`src/hdl/csh_pkg.sv`:
```
// Shared types, constants and helpers for the convex support hill climber.
package csh_pkg;

	localparam int unsigned VertexCountDef = 256;
	localparam int unsigned AdjDepthDef    = 1024;

	localparam int unsigned CoordW = 18;
	localparam int unsigned ProdW  = 2 * CoordW;
	localparam int unsigned ValueW = 37;
	localparam int unsigned PosW   = 3 * CoordW;
	localparam int unsigned CountW = 8;
	localparam int unsigned OffW   = 10;
	localparam int unsigned ValW   = CountW + OffW;
	localparam int unsigned NbW    = 8;
	localparam int unsigned SlotW  = 10;
	localparam int unsigned EpochW = 8;

	typedef enum logic [1:0] {
		CMD_WR_VERTEX  = 2'd0,
		CMD_WR_VALENCY = 2'd1,
		CMD_WR_ADJ     = 2'd2,
		CMD_QUERY      = 2'd3
	} cmd_t;

	typedef enum logic [3:0] {
		ST_IDLE,
		ST_CLEAR,
		ST_START_RD,
		ST_START_W1,
		ST_START_W2,
		ST_START_SET,
		ST_VAL,
		ST_ADJ_RD,
		ST_ADJ,
		ST_VIS,
		ST_NB_W1,
		ST_NB_W2,
		ST_NB_CMP,
		ST_DONE
	} state_t;

	// v mod m by restoring subtraction; exact while v < 256*m
	function automatic logic [16:0] reduce_mod(input logic [16:0] v, input logic [16:0] m);
		logic [24:0] r;
		logic [24:0] d;
		r = {8'b0, v};
		for (int k = 7; k >= 0; k--) begin
			d = {8'b0, m} << k;
			if (r >= d) begin
				r = r - d;
			end
		end
		return r[16:0];
	endfunction

endpackage

```
`src/hdl/csh_dot.sv`:
```
// Two-stage dot product: three products, then their sum.
module csh_dot
	import csh_pkg::*;
(
	input  logic                      clk,
	input  logic signed [CoordW-1:0]  dir_x,
	input  logic signed [CoordW-1:0]  dir_y,
	input  logic signed [CoordW-1:0]  dir_z,
	input  logic [PosW-1:0]           pos,
	output logic signed [ValueW-1:0]  dot
);

	logic signed [CoordW-1:0] px, py, pz;
	logic signed [ProdW-1:0]  prod_x_s1, prod_y_s1, prod_z_s1;
	logic signed [ValueW:0]   sum_c;
	logic signed [ValueW-1:0] dot_s2;

	assign px = pos[3*CoordW-1:2*CoordW];
	assign py = pos[2*CoordW-1:CoordW];
	assign pz = pos[CoordW-1:0];

	// sum fits the result width by range
	assign sum_c = (ValueW+1)'(prod_x_s1) + (ValueW+1)'(prod_y_s1) + (ValueW+1)'(prod_z_s1);

	always_ff @(posedge clk) begin
		prod_x_s1 <= ProdW'(px) * ProdW'(dir_x);
		prod_y_s1 <= ProdW'(py) * ProdW'(dir_y);
		prod_z_s1 <= ProdW'(pz) * ProdW'(dir_z);
		dot_s2    <= sum_c[ValueW-1:0];
	end

	assign dot = dot_s2;

endmodule

```
`config.mk`:
```
export PLATFORM = sky130hd
export DESIGN_NAME = csh_dot
export DESIGN_NICKNAME = d
export VERILOG_FILES = /design/src/hdl/csh_pkg.sv /design/src/hdl/csh_dot.sv
export SDC_FILE = /design/constraint.sdc
export NUM_CORES = 2
export LEC_CHECK = 0
export BUFFER_PORTS_ARGS = -buffer_cell sky130_fd_sc_hd__buf_4
export CAP_MARGIN = 15
export CORE_UTILIZATION = 57
export DETAILED_ROUTE_END_ITERATION = 10
export GPL_TIMING_DRIVEN = 0
export PLACE_DENSITY = 0.73
export SETUP_SLACK_MARGIN = 0.2
export SLEW_MARGIN = 25
export SYNTH_ARGS = -nofsm -noshare
export SYNTH_HDL_FRONTEND = slang
export SYNTH_SLANG_ARGS = --single-unit
```
`constraint.sdc`:
```
create_clock -name clk -period 8.1 [get_ports clk]
set_input_delay 0.81 -clock clk [delete_from_list [all_inputs] [get_ports clk]]
set_output_delay 0.81 -clock clk [all_outputs]
set_load 0.005 [all_outputs]
```
=== Yosys cells after proc, flatten, opt, wreduce, memory -nomap -nowiden ===
Cells that the tools add are included.

* Register bits: 145
* Input bits: 109
* Logic and storage cells: 9

* Multiply operators: 3
* $add $sub $neg: 2

{| class="wikitable"
|+ Operators by type and width
! kind !! number
|-
| multiplier 18 x 18 -> 36 bit || 3
|-
| adder 36 x 36 -> 37 bit || 1
|-
| adder 37 x 36 -> 37 bit || 1
|}

=== Depth between registers and ports, before layout ===
* Depth in word-level cells: 2
* Gate-level depth with buffers: 26

=== Worst setup path before layout ===
Ideal clock, no wire load.

* Path type: input to register
* From: in dir_y[10]
* To: reg prod_y_s1[34]
* Setup time: 72 ps
* Slack: 1441 ps
* Data arrival time: 6586 ps
* Cell stages on the path: 23
* Required time: 8028 ps
* Cells stage by stage: clkbuf_1 > clkbuf_1 > nand2_1 > fa_1 > inv_1 > fa_1 > inv_1 > fa_1 > inv_1 > fa_1 > fa_1 > inv_1 > fa_1 > inv_1 > ha_1 > a21o_1 > a211oi_2 > a21boi_2 > nor3_1 > o41ai_4 > o21ai_1 > a221oi_1 > xnor2_1

* Word-level cells in the longest chain between the ends: 1

{| class="wikitable"
|+ Ends and longest elaborated chain
! element !! RTL line !! RTL
|-
| start: declaration || csh_dot.sv:7 || <nowiki>input logic signed [CoordW-1:0] dir_y,</nowiki>
|-
| multiplier 18 x 18 -> 36 bit || csh_dot.sv:27 || <nowiki>prod_y_s1 <= ProdW'(py) * ProdW'(dir_y);</nowiki>
|-
| end signal: assignment || csh_dot.sv:27 ||
|-
| end: declaration || csh_dot.sv:14 || <nowiki>logic signed [ProdW-1:0] prod_x_s1, prod_y_s1, prod_z_s1;</nowiki>
|}

Every way passes these cells.

=== Worst setup path after layout ===
* From: in dir_x[12]
* To: reg prod_x_s1[34]

* Word-level cells in the longest chain between the ends: 1

{| class="wikitable"
|+ Ends and longest elaborated chain
! element !! RTL line !! RTL
|-
| start: declaration || csh_dot.sv:6 || <nowiki>input logic signed [CoordW-1:0] dir_x,</nowiki>
|-
| multiplier 18 x 18 -> 36 bit || csh_dot.sv:26 || <nowiki>prod_x_s1 <= ProdW'(px) * ProdW'(dir_x);</nowiki>
|-
| end signal: assignment || csh_dot.sv:26 ||
|-
| end: declaration || csh_dot.sv:14 ||
|}

Every way passes these cells.

==> summary.txt <==
Clock tree
  • Post-CTS Resized: 0
  • Num CTS Buffers: 17
  • CTS root buffer: clkbuf_16
  • Clock sink total: 145
  • Clk_lat worst skew: 0.44 ns
  • Largest buffer count on any clock path: 2
  • Worst-path clk slew: 0.07 ns
  • Setup bufs post-CTS: 0
  • CTS Hold Buffers Added: 0
  • H-tree depth: 4
  • CTS tree: yes

Drt
  • Post-Route WL: 104 mm
  • Average wire per standard cell: 18.8 um
  • DR pass1 iterations: 6
  • Total DRC errors in the routed layout: 0
  • Vias per inst: 5.41
  • Initial DRC count: 1887
  • Post-route ant nets: 0
  • Via count: 29800

Worst setup path
  • Critical path peak fanout: 10
  • Critical path class: input pin to flip-flop
  • Worst setup EP type: flip-flop
  • Worst Path Required: 8.38 ns
  • Element type at the critical path start: input pin
  • CP arrival: 7.97 ns

Run status
  • Status: completed

Layout
  • Fraction of layout cells with a size suffix above 1: 3.77%
  • Nets: 5994
  • Non-filler cells, final: 5510
  • # diodes: 0
  • Area Growth Syn to Fin: 6.52%

Global routing
  • Initial antenna violation count: 5
  • Grt total ovfl: 0
  • Pin count of the biggest net entering global routing: 18
  • First-pass GRT wire length: 170 mm
  • Total track usage: 29.8%
  • Vias in the first global route: 32000

Die
  • Overall die width: 272 um
  • FP Rows: 98
  • Total core area: 71700 um^2
  • Initial Utilization: 57.8%
  • Die area: 73900 um^2
  • Die H: 272 um
  • Ports: 146

Synthesis
  • Synth Area in Simple Gates: 14.5%
  • Post-Synth Adder-Cell Area: 58.9%
  • Synth Register Bits: 145
  • Synth warn: 0
  • Synth Instances: 4404
  • Largest family of logic cells by synthesized area: adder cells
  • Post-synthesis mux area share: 0.0241%
  • Synth Cell Area: 41500 um^2
  • Compound-gate portion of the synthesized area: 5.27%
  • Post-Synth XOR/XNOR Area: 2.98%
  • Syn Nets: 5851
  • Synth Flop Type: dfxtp_1
  • Sequential share of the synthesized area: 7.00%
  • Post-synth EDFFs: 0
  • Average size of a mapped cell: 9.42 um^2
  • Distinct cells, synth: 65
  • Ys async rst share: 0%

Place
  • Dpl hpwl: 89.4 mm
  • Cell total after placement: 5478
  • Post-place setup slack: 0.0132 ns
  • Port Buffers: 124
  • GP Congestion: 0.979

Timing
  • Slew margin rel.: 37.2%
  • Fin Setup TNS: 0 ns
  • Fmax: 0.130 GHz
  • Final hold vios: 0
  • Fin crit share: 95.0%
  • RSZ-0062 raised after global routing: false
  • Setup ws final: 0.409 ns
  • Final clock skew: 0.0103 ns
  • Max Slew Vio Count: 0
  • Hold slack: 0.604 ns
  • Clock period minus worst slack: 7.69 ns
  • Worst-margin pin slew: 0.933 ns
  • Setup violators final: 0

Worst hold path
  • Worst hold path class: flip-flop to flip-flop

Run
  • MaxCap Viol Count: 0
==> final timing paths <==
check          startpoint             to  slack, ns  cells after the start
max reg2reg  prod_x_s1[1]        dot[25]       4.11                     13
min reg2reg  prod_x_s1[0]         dot[0]       0.60                      3
min          prod_x_s1[0]         dot[0]       0.60                      3
max             dir_x[12]  prod_x_s1[34]       0.41                     21
==> registers in the layout (all words and copies together) (netlist names) <==
name	flops
dot	37
prod_x_s1	36
prod_y_s1	36
prod_z_s1	36
==> critical path: stages <==
cell,delay (ns)
clkbuf_1,0.60
clkbuf_1,0.61
nand2_1,0.18
fa_1,0.56
inv_1,0.06
fa_1,0.57
fa_1,0.44
fa_1,0.54
fa_1,0.51
inv_1,0.05
fa_1,0.47
inv_1,0.04
ha_1,0.38
and3_1,0.29
nand4_1,0.16
nor3_1,0.25
a211oi_2,0.13
o311ai_1,0.46
a31o_1,0.22
a21oi_1,0.08
xnor2_1,0.54
==> cell usage after synthesis (6+ instances only) <==
master    instances  share of area (%)
fa_1           1024                 49
inv_1          1119                 10
a21oi_1          98                1.2
xor2_1           28               0.59
and2_1          498                7.5
or3_1             7               0.11
o21bai_1         18               0.33
nor2_1          103               0.93
o31ai_1           6               0.11
ha_1            314                9.5
o211ai_1          9               0.16
nor2b_1           9               0.14
and3_1           12               0.18
nand2_1         476                4.3
a21o_1           53               0.96
nand4_1          10               0.15
a211o_1           7               0.15
nand2b_1         25               0.38
nand3_1          18               0.22
nor3_1           21               0.25
o21ai_1          16               0.19
a211oi_1          8               0.14
dfxtp_1         145                7.0
xnor2_1         113                2.4
o21ai_0          35               0.42
o21a_1           23               0.42
a31oi_1           7               0.11
clkbuf_1        134                1.2
==> per-stage QoR <==
step | cell area (um^2) | util (%)
global route | 44200 | 61.6
global placement | 43600 | 60.8
floorplan | 41500 | -
finish | 44200 | 61.6
detailed placement | 43600 | 60.8
CTS | 44200 | 61.6
==> metal layers <==
metal | vias to the layer above | global-route usage (%) | wire length, um
li1 | 13200 | - | -
met1 | 15100 | 40.5 | 41900
met2 | 1233 | 47.8 | 48600
met3 | 288 | 4.68 | 8290
met4 | 4 | 12.4 | 4840
met5 | - | 0 | 34
==> area by class of cell <==
cell class / instances / area (um^2)
plain buffers: 138 / 518
clock buffers: 17 / 425
clock inverters: 15 / 156
fillers: 6096 / 27500
inverters: 1119 / 4200
multi-input cells: 3002 / 33900
flip-flops and latches: 145 / 2900
well taps: 950 / 1190
repair buffers: 124 / 931
==> layout by cell type, fill, tap and decap left out, drive strengths merged, types with 4 or more instances in the layout <==
cell type,instances
and2,498
a31oi,7
nand2b,25
and3,12
o31a,4
a211oi,10
nand3,18
a21boi,7
a41oi,4
clkinv,4
inv,1129
nor3,21
a211o,7
a21oi,99
a21o,53
buf,128
o21ai,52
nor2b,10
or3,7
nand4,10
a2111oi,4
o21a,23
nand2,476
clkbuf,151
and4,5
ha,314
nor2,103
o211ai,9
xor2,28
xnor2,113
o31ai,7
nor4,4
fa,1024
dfxtp,145
o21bai,18
==> logic make-up after synthesis <==
| logic type | after synthesis |
|---|---|
| AND/OR/NAND/NOR | 1195 |
| buffers and inverters | 1257 |
| XOR/XNOR | 141 |
| adder cells (fa/ha/maj) | 1338 |
| multiplexers | 1 |
| flip-flops | 145 |
| AO/OA/AOI/OAI | 327 |
Power is left out: the tool's default activity adds up to more than one toggle a clock period on the data nets, which glitch-free logic cannot reach.
